--- src/hdl/dsp_pkg.sv ---
`timescale 1ns / 1ps

package dsp_pkg;

   // Size limits of a signature buffer in bytes
   localparam int MIN_SIG_BYTES = 8;
   localparam int MAX_SIG_BYTES = 72;

   // Byte position saturates here
   localparam logic [6:0] POS_MAX = 7'd127;

   // Width of position and length sums (up to 6 + 255 + 255)
   localparam int SPAN_W = 10;

   // DER tags
   localparam logic [7:0] SEQ_TAG = 8'h30;
   localparam logic [7:0] INT_TAG = 8'h02;

   // Length of S that needs the byte-wise comparison against half order
   localparam logic [7:0] S_FULL_BYTES = 8'd32;

   // Byte roles
   localparam logic [1:0] ROLE_HDR   = 2'd0;
   localparam logic [1:0] ROLE_R     = 2'd1;
   localparam logic [1:0] ROLE_S     = 2'd2;
   localparam logic [1:0] ROLE_TRAIL = 2'd3;

   // Running comparison of S against half the group order
   localparam logic [1:0] CMP_EQUAL   = 2'd0;
   localparam logic [1:0] CMP_LESS    = 2'd1;
   localparam logic [1:0] CMP_GREATER = 2'd2;

   // Verdict codes
   localparam logic [3:0] ERR_OK        = 4'd0;
   localparam logic [3:0] ERR_SIZE      = 4'd1;
   localparam logic [3:0] ERR_SEQ_TAG   = 4'd2;
   localparam logic [3:0] ERR_TOTAL_LEN = 4'd3;
   localparam logic [3:0] ERR_R_TAG     = 4'd4;
   localparam logic [3:0] ERR_R_LEN     = 4'd5;
   localparam logic [3:0] ERR_R_NEG     = 4'd6;
   localparam logic [3:0] ERR_R_PAD     = 4'd7;
   localparam logic [3:0] ERR_S_TAG     = 4'd8;
   localparam logic [3:0] ERR_S_LEN     = 4'd9;
   localparam logic [3:0] ERR_S_NEG     = 4'd10;
   localparam logic [3:0] ERR_S_PAD     = 4'd11;
   localparam logic [3:0] ERR_HIGH_S    = 4'd12;

   // Control register indexes
   localparam int CSR_IDX_W = 1;
   localparam logic [CSR_IDX_W-1:0] CSR_DER_EXACT     = 1'd0;
   localparam logic [CSR_IDX_W-1:0] CSR_REQUIRE_LOW_S = 1'd1;

   // Raw check outcomes of one byte, valid when it is the last one
   typedef struct packed {
      logic size_bad;
      logic seq_bad;
      logic len_ne;
      logic len_gt;
      logic r_tag_bad;
      logic r_len_bad;
      logic r_neg;
      logic r_pad;
      logic s_tag_bad;
      logic s_len_bad;
      logic s_neg;
      logic s_pad;
      logic s_high;
   } check_type;

   // Classified byte passed from front to back
   typedef struct packed {
      logic [1:0] role;
      logic [7:0] value;
      logic       last;
      check_type  chk;
   } item_type;

   // Half of the secp256k1 group order, most significant byte first
   function automatic logic [7:0] half_order_byte(input logic [4:0] idx);
      logic [7:0] b;
      case (idx)
         5'd0:    b = 8'h7F;
         5'd16:   b = 8'h5D;
         5'd17:   b = 8'h57;
         5'd18:   b = 8'h6E;
         5'd19:   b = 8'h73;
         5'd20:   b = 8'h57;
         5'd21:   b = 8'hA4;
         5'd22:   b = 8'h50;
         5'd23:   b = 8'h1D;
         5'd24:   b = 8'hDF;
         5'd25:   b = 8'hE9;
         5'd26:   b = 8'h2F;
         5'd27:   b = 8'h46;
         5'd28:   b = 8'h68;
         5'd29:   b = 8'h1B;
         5'd30:   b = 8'h20;
         5'd31:   b = 8'hA0;
         default: b = 8'hFF;
      endcase
      return b;
   endfunction

endpackage

--- src/hdl/dsp_front.sv ---
`timescale 1ns / 1ps

module dsp_front
   import dsp_pkg::*;
(
   input  logic       clock,
   input  logic       reset,
   input  logic       accept,
   input  logic [7:0] sig_byte,
   input  logic       last,
   output item_type   item
);

   logic [6:0]        position_ff;
   logic [7:0]        total_len_ff, total_len_in;
   logic [7:0]        r_len_ff, r_len_in;
   logic [7:0]        s_len_ff, s_len_in;
   logic              lead_zero_ff, lead_zero_in;
   logic [1:0]        s_cmp_ff, s_cmp_in;
   logic              seq_ok_ff, seq_ok_in;
   logic              r_tag_ok_ff, r_tag_ok_in;
   logic              s_tag_ok_ff, s_tag_ok_in;
   logic              r_neg_ff, r_neg_in;
   logic              r_pad_ff, r_pad_in;
   logic              s_neg_ff, s_neg_in;
   logic              s_pad_ff, s_pad_in;

   logic [SPAN_W-1:0] pos_w, r_w, s_w, end_w, off_w, size_w, end_in_w, r_in_w, s_in_w;
   logic [7:0]        half_byte;
   logic [1:0]        role;

   // Widen position and lengths for the boundary compares
   assign pos_w  = SPAN_W'(position_ff);
   assign r_w    = SPAN_W'(r_len_ff);
   assign s_w    = SPAN_W'(s_len_ff);
   assign end_w  = SPAN_W'(total_len_ff) + SPAN_W'(2);
   assign off_w  = pos_w - r_w - SPAN_W'(6);
   assign half_byte = half_order_byte(off_w[4:0]);

   // Tag the byte by where it falls in the structure
   always_comb begin
      if (pos_w < SPAN_W'(2))                    role = ROLE_HDR;
      else if (pos_w >= end_w)                   role = ROLE_TRAIL;
      else if (pos_w < SPAN_W'(4))               role = ROLE_HDR;
      else if (pos_w < r_w + SPAN_W'(4))         role = ROLE_R;
      else if (pos_w < r_w + SPAN_W'(6))         role = ROLE_HDR;
      else if (pos_w < r_w + s_w + SPAN_W'(6))   role = ROLE_S;
      else                                       role = ROLE_TRAIL;
   end

   // Update header fields, sign and padding flags and the low-S compare
   always_comb begin
      seq_ok_in    = seq_ok_ff;
      total_len_in = total_len_ff;
      r_tag_ok_in  = r_tag_ok_ff;
      r_len_in     = r_len_ff;
      s_tag_ok_in  = s_tag_ok_ff;
      s_len_in     = s_len_ff;
      lead_zero_in = lead_zero_ff;
      s_cmp_in     = s_cmp_ff;
      r_neg_in     = r_neg_ff;
      r_pad_in     = r_pad_ff;
      s_neg_in     = s_neg_ff;
      s_pad_in     = s_pad_ff;
      if (pos_w == SPAN_W'(0)) begin
         seq_ok_in = (sig_byte == SEQ_TAG);
      end else if (pos_w == SPAN_W'(1)) begin
         total_len_in = sig_byte;
      end else if (pos_w == SPAN_W'(2)) begin
         r_tag_ok_in = (sig_byte == INT_TAG);
      end else if (pos_w == SPAN_W'(3)) begin
         r_len_in = sig_byte;
      end else begin
         if (pos_w == SPAN_W'(4) && r_len_ff != 8'd0) begin
            r_neg_in     = sig_byte[7];
            lead_zero_in = (sig_byte == 8'd0);
         end
         if (pos_w == SPAN_W'(5) && r_len_ff > 8'd1) begin
            r_pad_in = lead_zero_ff && !sig_byte[7];
         end
         if (pos_w == r_w + SPAN_W'(4)) begin
            s_tag_ok_in = (sig_byte == INT_TAG);
         end
         if (pos_w == r_w + SPAN_W'(5)) begin
            s_len_in = sig_byte;
            if (sig_byte < S_FULL_BYTES)      s_cmp_in = CMP_LESS;
            else if (sig_byte > S_FULL_BYTES) s_cmp_in = CMP_GREATER;
            else                              s_cmp_in = CMP_EQUAL;
         end
         if (pos_w == r_w + SPAN_W'(6)) begin
            s_neg_in     = sig_byte[7];
            lead_zero_in = (sig_byte == 8'd0);
         end
         if (pos_w == r_w + SPAN_W'(7) && s_len_ff > 8'd1) begin
            s_pad_in = lead_zero_ff && !sig_byte[7];
         end
         // settle the compare at the first differing byte of a full-width S
         if (s_len_ff == S_FULL_BYTES && s_cmp_ff == CMP_EQUAL &&
             pos_w >= r_w + SPAN_W'(6) &&
             pos_w < r_w + SPAN_W'(6) + SPAN_W'(S_FULL_BYTES)) begin
            if (sig_byte < half_byte)      s_cmp_in = CMP_LESS;
            else if (sig_byte > half_byte) s_cmp_in = CMP_GREATER;
         end
      end
   end

   // Evaluate every check against the state including this byte
   assign size_w   = pos_w + SPAN_W'(1);
   assign end_in_w = SPAN_W'(total_len_in) + SPAN_W'(2);
   assign r_in_w   = SPAN_W'(r_len_in);
   assign s_in_w   = SPAN_W'(s_len_in);

   always_comb begin
      item.role          = role;
      item.value         = sig_byte;
      item.last          = last;
      item.chk.size_bad  = (size_w < SPAN_W'(MIN_SIG_BYTES)) ||
                           (size_w > SPAN_W'(MAX_SIG_BYTES));
      item.chk.seq_bad   = !seq_ok_in;
      item.chk.len_ne    = (end_in_w != size_w);
      item.chk.len_gt    = (end_in_w > size_w);
      item.chk.r_tag_bad = !r_tag_ok_in;
      item.chk.r_len_bad = (r_len_in == 8'd0) || (r_in_w + SPAN_W'(4) >= end_in_w);
      item.chk.r_neg     = r_neg_in;
      item.chk.r_pad     = r_pad_in;
      item.chk.s_tag_bad = !s_tag_ok_in;
      item.chk.s_len_bad = (s_len_in == 8'd0) ||
                           (r_in_w + s_in_w + SPAN_W'(6) != end_in_w);
      item.chk.s_neg     = s_neg_in;
      item.chk.s_pad     = s_pad_in;
      item.chk.s_high    = (s_cmp_in == CMP_GREATER);
   end

   // Advance on each transaction, clear after the last byte
   always_ff @(posedge clock) begin
      if (reset || (accept && last)) begin
         position_ff  <= '0;
         total_len_ff <= '0;
         r_len_ff     <= '0;
         s_len_ff     <= '0;
         lead_zero_ff <= 1'b0;
         s_cmp_ff     <= CMP_EQUAL;
         seq_ok_ff    <= 1'b0;
         r_tag_ok_ff  <= 1'b0;
         s_tag_ok_ff  <= 1'b0;
         r_neg_ff     <= 1'b0;
         r_pad_ff     <= 1'b0;
         s_neg_ff     <= 1'b0;
         s_pad_ff     <= 1'b0;
      end else if (accept) begin
         if (position_ff != POS_MAX) begin
            position_ff <= position_ff + 7'd1;
         end
         total_len_ff <= total_len_in;
         r_len_ff     <= r_len_in;
         s_len_ff     <= s_len_in;
         lead_zero_ff <= lead_zero_in;
         s_cmp_ff     <= s_cmp_in;
         seq_ok_ff    <= seq_ok_in;
         r_tag_ok_ff  <= r_tag_ok_in;
         s_tag_ok_ff  <= s_tag_ok_in;
         r_neg_ff     <= r_neg_in;
         r_pad_ff     <= r_pad_in;
         s_neg_ff     <= s_neg_in;
         s_pad_ff     <= s_pad_in;
      end
   end

endmodule

--- src/hdl/dsp_queue.sv ---
`timescale 1ns / 1ps

module dsp_queue
   import dsp_pkg::*;
#(
   parameter int DEPTH = 2
) (
   input  logic     clock,
   input  logic     reset,
   input  logic     push,
   input  item_type push_item,
   input  logic     pop,
   output logic     full,
   output logic     head_valid,
   output item_type head_item
);

   localparam int PTR_W = (DEPTH > 1) ? $clog2(DEPTH) : 1;
   localparam int CNT_W = $clog2(DEPTH + 1);

   item_type         slot_ff [DEPTH];
   logic [PTR_W-1:0] wr_ptr_ff, rd_ptr_ff;
   logic [CNT_W-1:0] count_ff;

   assign full       = (count_ff == CNT_W'(DEPTH));
   assign head_valid = (count_ff != '0);
   assign head_item  = slot_ff[rd_ptr_ff];

   function automatic logic [PTR_W-1:0] next_ptr(input logic [PTR_W-1:0] ptr);
      return (ptr == PTR_W'(DEPTH - 1)) ? '0 : ptr + PTR_W'(1);
   endfunction

   // Hold pointers and fill count
   always_ff @(posedge clock) begin
      if (reset) begin
         wr_ptr_ff <= '0;
         rd_ptr_ff <= '0;
         count_ff  <= '0;
      end else begin
         if (push) wr_ptr_ff <= next_ptr(wr_ptr_ff);
         if (pop)  rd_ptr_ff <= next_ptr(rd_ptr_ff);
         if (push && !pop)      count_ff <= count_ff + CNT_W'(1);
         else if (!push && pop) count_ff <= count_ff - CNT_W'(1);
      end
   end

   // Store the incoming item
   always_ff @(posedge clock) begin
      if (push) slot_ff[wr_ptr_ff] <= push_item;
   end

endmodule

--- src/hdl/dsp_back.sv ---
`timescale 1ns / 1ps

module dsp_back
   import dsp_pkg::*;
(
   input  logic        clock,
   input  logic        reset,
   input  logic        der_exact,
   input  logic        require_low_s,
   input  logic        head_valid,
   input  item_type    head_item,
   output logic        pop,
   output logic        rsp_tvalid,
   input  logic        rsp_tready,
   output logic [15:0] rsp_tdata,
   output logic [1:0]  rsp_tuser,
   output logic        rsp_tlast
);

   logic       rsp_valid_ff;
   logic [1:0] role_ff;
   logic [7:0] value_ff;
   logic       last_ff;
   logic       ok_ff;
   logic [3:0] err_ff;
   logic [3:0] err_in;
   check_type  chk;

   assign chk = head_item.chk;

   // Pick the first failing check in priority order
   always_comb begin
      if (chk.size_bad)                          err_in = ERR_SIZE;
      else if (chk.seq_bad)                      err_in = ERR_SEQ_TAG;
      else if (der_exact ? chk.len_ne : chk.len_gt) err_in = ERR_TOTAL_LEN;
      else if (chk.r_tag_bad)                    err_in = ERR_R_TAG;
      else if (chk.r_len_bad)                    err_in = ERR_R_LEN;
      else if (der_exact && chk.r_neg)           err_in = ERR_R_NEG;
      else if (der_exact && chk.r_pad)           err_in = ERR_R_PAD;
      else if (chk.s_tag_bad)                    err_in = ERR_S_TAG;
      else if (chk.s_len_bad)                    err_in = ERR_S_LEN;
      else if (der_exact && chk.s_neg)           err_in = ERR_S_NEG;
      else if (der_exact && chk.s_pad)           err_in = ERR_S_PAD;
      else if (require_low_s && chk.s_high)      err_in = ERR_HIGH_S;
      else                                       err_in = ERR_OK;
   end

   // Load the output register when it is empty or being drained
   assign pop = head_valid && (!rsp_valid_ff || rsp_tready);

   always_ff @(posedge clock) begin
      if (reset) begin
         rsp_valid_ff <= 1'b0;
      end else if (pop) begin
         rsp_valid_ff <= 1'b1;
      end else if (rsp_tready) begin
         rsp_valid_ff <= 1'b0;
      end
   end

   always_ff @(posedge clock) begin
      if (pop) begin
         role_ff  <= head_item.role;
         value_ff <= head_item.value;
         last_ff  <= head_item.last;
         ok_ff    <= head_item.last && (err_in == ERR_OK);
         err_ff   <= head_item.last ? err_in : ERR_OK;
      end
   end

   assign rsp_tvalid = rsp_valid_ff;
   assign rsp_tdata  = {3'b000, err_ff, ok_ff, value_ff};
   assign rsp_tuser  = role_ff;
   assign rsp_tlast  = last_ff;

endmodule

--- src/hdl/der_signature_parse_low_s.sv ---
`timescale 1ns / 1ps

// Channel   Direction  Transaction         tdata / tuser / tlast
// req_      in         one signature byte  tdata[7:0] byte; tlast last byte
// rsp_      out        one tagged byte     tdata[7:0] byte, [8] valid, [12:9] error;
//                                          tuser[1:0] role; tlast verdict present
// csr_      in         register write      csr_addr index, csr_wdata value
//
// One byte per cycle sustained while rsp_ is not stalled; a taken byte goes
// from front classification into the queue, then into the verdict register.
// The throughput is set by the front, which updates the per-signature state
// once per byte. Reset is synchronous, active high; both control registers
// come out of reset at 1. A stall on rsp_ fills the queue and only then
// drops req_tready.

module der_signature_parse_low_s
   import dsp_pkg::*;
#(
   parameter int QUEUE_DEPTH = 2
) (
   input  logic                 clock,
   input  logic                 reset,
   input  logic                 req_tvalid,
   output logic                 req_tready,
   input  logic [7:0]           req_tdata,   // [7:0] sig_byte
   input  logic                 req_tlast,
   output logic                 rsp_tvalid,
   input  logic                 rsp_tready,
   output logic [15:0]          rsp_tdata,   // [7:0] value, [8] valid_res, [12:9] error_code
   output logic [1:0]           rsp_tuser,   // [1:0] byte_role
   output logic                 rsp_tlast,
   input  logic                 csr_we,
   input  logic [CSR_IDX_W-1:0] csr_addr,
   input  logic                 csr_wdata
);

   logic     der_exact_ff;
   logic     require_low_s_ff;
   logic     accept;
   logic     queue_full;
   logic     head_valid;
   logic     pop;
   item_type front_item;
   item_type head_item;

   // Control registers
   always_ff @(posedge clock) begin
      if (reset) begin
         der_exact_ff     <= 1'b1;
         require_low_s_ff <= 1'b1;
      end else if (csr_we) begin
         unique case (csr_addr)
            CSR_DER_EXACT:     der_exact_ff     <= csr_wdata;
            CSR_REQUIRE_LOW_S: require_low_s_ff <= csr_wdata;
         endcase
      end
   end

   assign req_tready = !queue_full;
   assign accept     = req_tvalid && req_tready;

   dsp_front u_front (
      .clock    (clock),
      .reset    (reset),
      .accept   (accept),
      .sig_byte (req_tdata),
      .last     (req_tlast),
      .item     (front_item)
   );

   dsp_queue #(
      .DEPTH (QUEUE_DEPTH)
   ) u_queue (
      .clock      (clock),
      .reset      (reset),
      .push       (accept),
      .push_item  (front_item),
      .pop        (pop),
      .full       (queue_full),
      .head_valid (head_valid),
      .head_item  (head_item)
   );

   dsp_back u_back (
      .clock         (clock),
      .reset         (reset),
      .der_exact     (der_exact_ff),
      .require_low_s (require_low_s_ff),
      .head_valid    (head_valid),
      .head_item     (head_item),
      .pop           (pop),
      .rsp_tvalid    (rsp_tvalid),
      .rsp_tready    (rsp_tready),
      .rsp_tdata     (rsp_tdata),
      .rsp_tuser     (rsp_tuser),
      .rsp_tlast     (rsp_tlast)
   );

   // Verdict flag agrees with the error code on the last byte
   a_verdict_consistent: assert property (@(posedge clock) disable iff (reset)
      rsp_tvalid && rsp_tlast |-> (rsp_tdata[8] == (rsp_tdata[12:9] == ERR_OK)))
      else $error("valid_res disagrees with error_code");

   // Verdict fields stay clear on bytes before the last
   a_no_verdict_midway: assert property (@(posedge clock) disable iff (reset)
      rsp_tvalid && !rsp_tlast |-> (rsp_tdata[12:8] == 5'd0))
      else $error("verdict fields set on a non-final byte");

   // Error code stays within the defined codes
   a_error_range: assert property (@(posedge clock) disable iff (reset)
      rsp_tvalid |-> (rsp_tdata[12:9] <= ERR_HIGH_S))
      else $error("error_code out of range");

   // A byte taken into an empty path shows up after the queue and verdict register
   a_latency: assert property (@(posedge clock) disable iff (reset)
      accept && !head_valid && !rsp_tvalid |=> ##1 rsp_tvalid)
      else $error("accepted byte did not reach the output");

endmodule

--- config.mk ---
export PLATFORM = sky130hd
export DESIGN_NAME = der_signature_parse_low_s
export DESIGN_NICKNAME = d
export VERILOG_FILES = /design/src/hdl/dsp_pkg.sv /design/src/hdl/dsp_front.sv /design/src/hdl/dsp_queue.sv /design/src/hdl/dsp_back.sv /design/src/hdl/der_signature_parse_low_s.sv
export SDC_FILE = /design/constraint.sdc
export NUM_CORES = 1
export LEC_CHECK = 0
export BUFFER_PORTS_ARGS = -buffer_cell sky130_fd_sc_hd__buf_4
export CORE_MARGIN = 1
export CORE_UTILIZATION = 32
export CTS_BUF_LIST = sky130_fd_sc_hd__clkbuf_4
export DETAILED_ROUTE_END_ITERATION = 7
export GPL_TIMING_DRIVEN = 1
export PLACE_DENSITY = 0.48
export RECOVER_POWER = 50
export SLEW_MARGIN = 10
export SYNTH_ARGS = -nofsm -noshare
export SYNTH_HDL_FRONTEND = slang
export SYNTH_SLANG_ARGS = --single-unit
--- constraint.sdc ---
create_clock -name clock -period 8.7 [get_ports clock]
set_input_delay 1.74 -clock clock [delete_from_list [all_inputs] [get_ports clock]]
set_output_delay 1.74 -clock clock [all_outputs]
set_load 0.005 [all_outputs]
==> summary.md <==
| Metric | Value |
|---|---|
| Syn avg cell area | `9.31 µm²` |
| Initial antenna violation count | `0` |
| Core area | `roughly 27000 µm²` |
| Status | `complete, but fails checks` |
| CP arrival | `6.00 ns` |
| Max-cap violations | `1` |
| # diodes | `0` |
| Critical path fanouts, max | `10` |
| Startpoint types | `flip-flop` |
| Slew headroom | `-0.0136` |
| Worst-Margin Slew | `around 1.5 ns` |
| Worst Min Path Start | `u_front.r_neg_ff$_SDFFE_PP0P_` |
| First-pass GRT wire length | `approximately 38000 µm` |
| Pwr dens | `between 200 and 250 nW/µm²` |
| Total GRT Usage | `0.175` |
| CTS Buffer Depth | `2` |
| DR vias | `6809` |
| Nets@finish | `1080` |
| Crit share post-route | `0.660` |
| Min-Delay Path Class | `flip-flop to flip-flop` |
| CTS root buffer | `clkbuf_4` |
| Final WL | `around 24000 µm` |
| Post-layout util | `0.357` |
| Total negative slack | `0 ns` |
| Synthesized instance count | `935` |
| Most common flop cell mapped by yosys | `edfxtp_1` |
| Detail Placement HPWL | `18000 µm` |
| Fmax | `174 MHz` |
| TritonCTS Sinks | `roughly 110` |
| Flops & latches, synth | `113` |
| # Post-CTS Setup Buffers | `0` |
| Post-Synthesis Cell Area | `8700 µm²` |
| I/O Buffers | `33` |
| Routability cong. | `0.879` |
| Clock-pin slew on the worst setup and hold paths | `0.10 ns` |
| Detailed Routing Iterations Pass 1 | `5` |
| RSZ-0062 raised after global routing | `false` |
| Slew Limit Fails | `30` |
| Initial core utilization | `0.325` |
| Worst VDD drop | `0.0868 mV` |
| WHS Endpoint | `u_front.r_neg_ff$_SDFFE_PP0P_` |
| Vias in the first global route | `6631` |
| FP Rows | `60` |
| Crit Path Class | `flip-flop to flip-flop` |
| Chip width | `167 µm` |
| Overflow after GRT | `0` |
| Largest cells by area after synthesis | `edfxtp_1, ha_1, dfxtp_1` |
| Hold slack | `0.501 ns` |
| Hold_buf cts | `0` |
| CTS Buf Count | `17` |
| RR Endpoint | `u_queue.slot_ff[1][3]$_DFFE_PP_` |
| Clk Latency, worst-skew pair | `roughly 0.52 ns` |
| Boundary Pins | `37` |
| Leakage | `a little under 4 nW` |
| Required @ worst endpoint | `8.95 ns` |
| Pin count of the biggest net entering global routing | `44` |
| Top-count cell post-synth | `nor2_1` |
| Post_cts resized | `0` |
| Critical R2R Launch | `u_front.r_len_ff[2]$_SDFFE_PP0P_` |
| Final setup violating endpoints | `0` |
| Worst R2R Setup Slack | `2.95 ns` |
| Critical path endpoint category | `flip-flop` |
| EDFF count, synth | `64` |
| Sequential share of the synthesized area | `0.333` |
| Failing checks | `capacitance limit, slew limit` |
| WL/cell | `18.0 µm` |
| Fin crit period | `5.75 ns` |
| # DRC | `0` |
| Clk_skew | `roughly 0.027 ns` |
| Layout cells sized above 1 | `0.0979` |
| Vias/cell | `5.19` |
| Initial drt markers | `458` |
| Synth cell types | `77` |
| Final ANT Viol Nets | `0` |
| Ys async rst share | `0` |
| Synth area leader | `edfxtp_1` |
| Post-synth top area share | `0.221` |
| Hold path depth | `2` |
| DIE AREA | `between 20000 and 30000 µm²` |
| Final hold violations | `0` |
| H-tree depth | `4` |
| CTS tree | `yes` |
| Die Ht | `167 µm` |
| R2R depth | `18` |
| List of most frequent post-synthesis cells | `nor2_1, ha_1, edfxtp_1` |
| Area grow syn2layout | `9.77%` |
| Number of warnings issued by yosys | `0` |
stage by stage:
step	total power [mW]	cells	instance area, µm²	setup WS (ns)
after detailed placement	1.84	1279	9280	2.98
final	2.28	1311	9560	2.95
after global placement	1.85	1279	9280	3.12
after CTS	2.31	1311	9610	2.96
after floorplan	1.54	937	8710	3.64
after global routing	2.47	1311	9560	2.55
worst max-delay path, cell delays in order, from the launching register on:
cell and delay [ns]:
dfxtp_1 0.53, inv_1 0.23, ha_1 0.27, a21oi_1 0.40, o21a_1 0.19, o2111ai_1 0.12, a2111o_1 0.42, nor2_4 0.28
mux2_2 0.23, ha_1 0.19, inv_1 0.07, fa_1 0.45, nand2b_1 0.19, a211oi_1 0.28, o21ai_0 0.16, a21oi_1 0.26
or4bb_1 0.50, or3_1 0.39, a221o_1 0.32
worst max path at each step:
| stage | cells past startpoint | endpoint | startpoint |
|---|---|---|---|
| 3_5_place_dp | 18 | u_queue.slot_ff[0][3]$_DFFE_PP_ | u_front.r_len_ff[2]$_SDFFE_PP0P_ |
| 5_1_grt | 18 | u_queue.slot_ff[1][3]$_DFFE_PP_ | u_front.r_len_ff[2]$_SDFFE_PP0P_ |
| 4_1_cts | 18 | u_queue.slot_ff[1][3]$_DFFE_PP_ | u_front.r_len_ff[2]$_SDFFE_PP0P_ |
| 2_1_floorplan | 18 | u_queue.slot_ff[0][3]$_DFFE_PP_ | u_front.r_len_ff[2]$_SDFFE_PP0P_ |
| 6_report | 18 | u_queue.slot_ff[1][3]$_DFFE_PP_ | u_front.r_len_ff[2]$_SDFFE_PP0P_ |
| 3_3_place_gp | 18 | u_queue.slot_ff[0][3]$_DFFE_PP_ | u_front.r_len_ff[2]$_SDFFE_PP0P_ |
layer usage:
layer | GRT usage | share of wire
met1 | 0.233 | 0.48
met3 | 0.0283 | 0.036
met2 | 0.291 | 0.47
met4 | 0.0475 | 0.014
met5 | 0 | 0
registers in the layout (all words and copies together) (netlist names), 2 cells and up, named ones only:
register	cells
u_back.rsp_tuser	2
u_front.position_ff	7
u_front.r_len_ff	8
u_front.total_len_ff	8
u_front.s_cmp_ff	2
u_queue.slot_ff	48
u_queue.count_ff	2
u_front.s_len_ff	8
u_back.value_ff	8
u_back.err_ff	4
cells in the final DEF (no fill, tap or decap), drive strengths merged, types with 4 or more instances in the layout:
cell type	netlist	final
a211o	4	4
a211oi	28	28
a21o	15	15
a21oi	49	49
a31oi	7	7
and3	5	5
buf	9	24
bufinv	0	4
clkbuf	31	34
clkinv	1	8
dfxtp	49	49
edfxtp	64	64
fa	4	4
ha	103	103
inv	54	57
mux2	25	25
mux2i	30	30
nand2	44	44
nand2b	19	19
nand3	28	28
nand4	8	8
nor2	120	120
nor2b	14	14
nor3	34	34
nor3b	4	4
nor4	9	9
o211ai	4	4
o21a	10	10
o21ai	25	25
or3	4	4
xnor2	42	42
xor2	30	30
area by class of cell:
type / count / area (µm²)
sequential: 113 / 2900
clock buffer: 17 / 128
tap: 341 / 427
clock inverter: 15 / 206
fill: 2730 / 17200
timing repair buffer: 41 / 251
inverter: 55 / 206
multi-input combinational: 729 / 5430
kinds of logic after synthesis:
| kind of cell | Yosys count | synth area share |
|---|---|---|
| and+or+nand+nor | 306 | 0.173 |
| DFF | 113 | 0.333 |
| other | 1 | 0.000431 |
| muxes | 56 | 0.0713 |
| buffers and inverters | 95 | 0.0434 |
| adders and majority gates | 107 | 0.157 |
| xor gates and xnor gates | 75 | 0.0802 |
| AOI/OAI and AO/OA | 182 | 0.141 |
power by group:
| group | internal (mW) | switching, mW |
|---|---|---|
| registers | 0.704 | 0.0733 |
| logic | 0.433 | 0.614 |
| clock network | 0.232 | 0.227 |
Note: power is estimated with default switching activity, not from simulation.
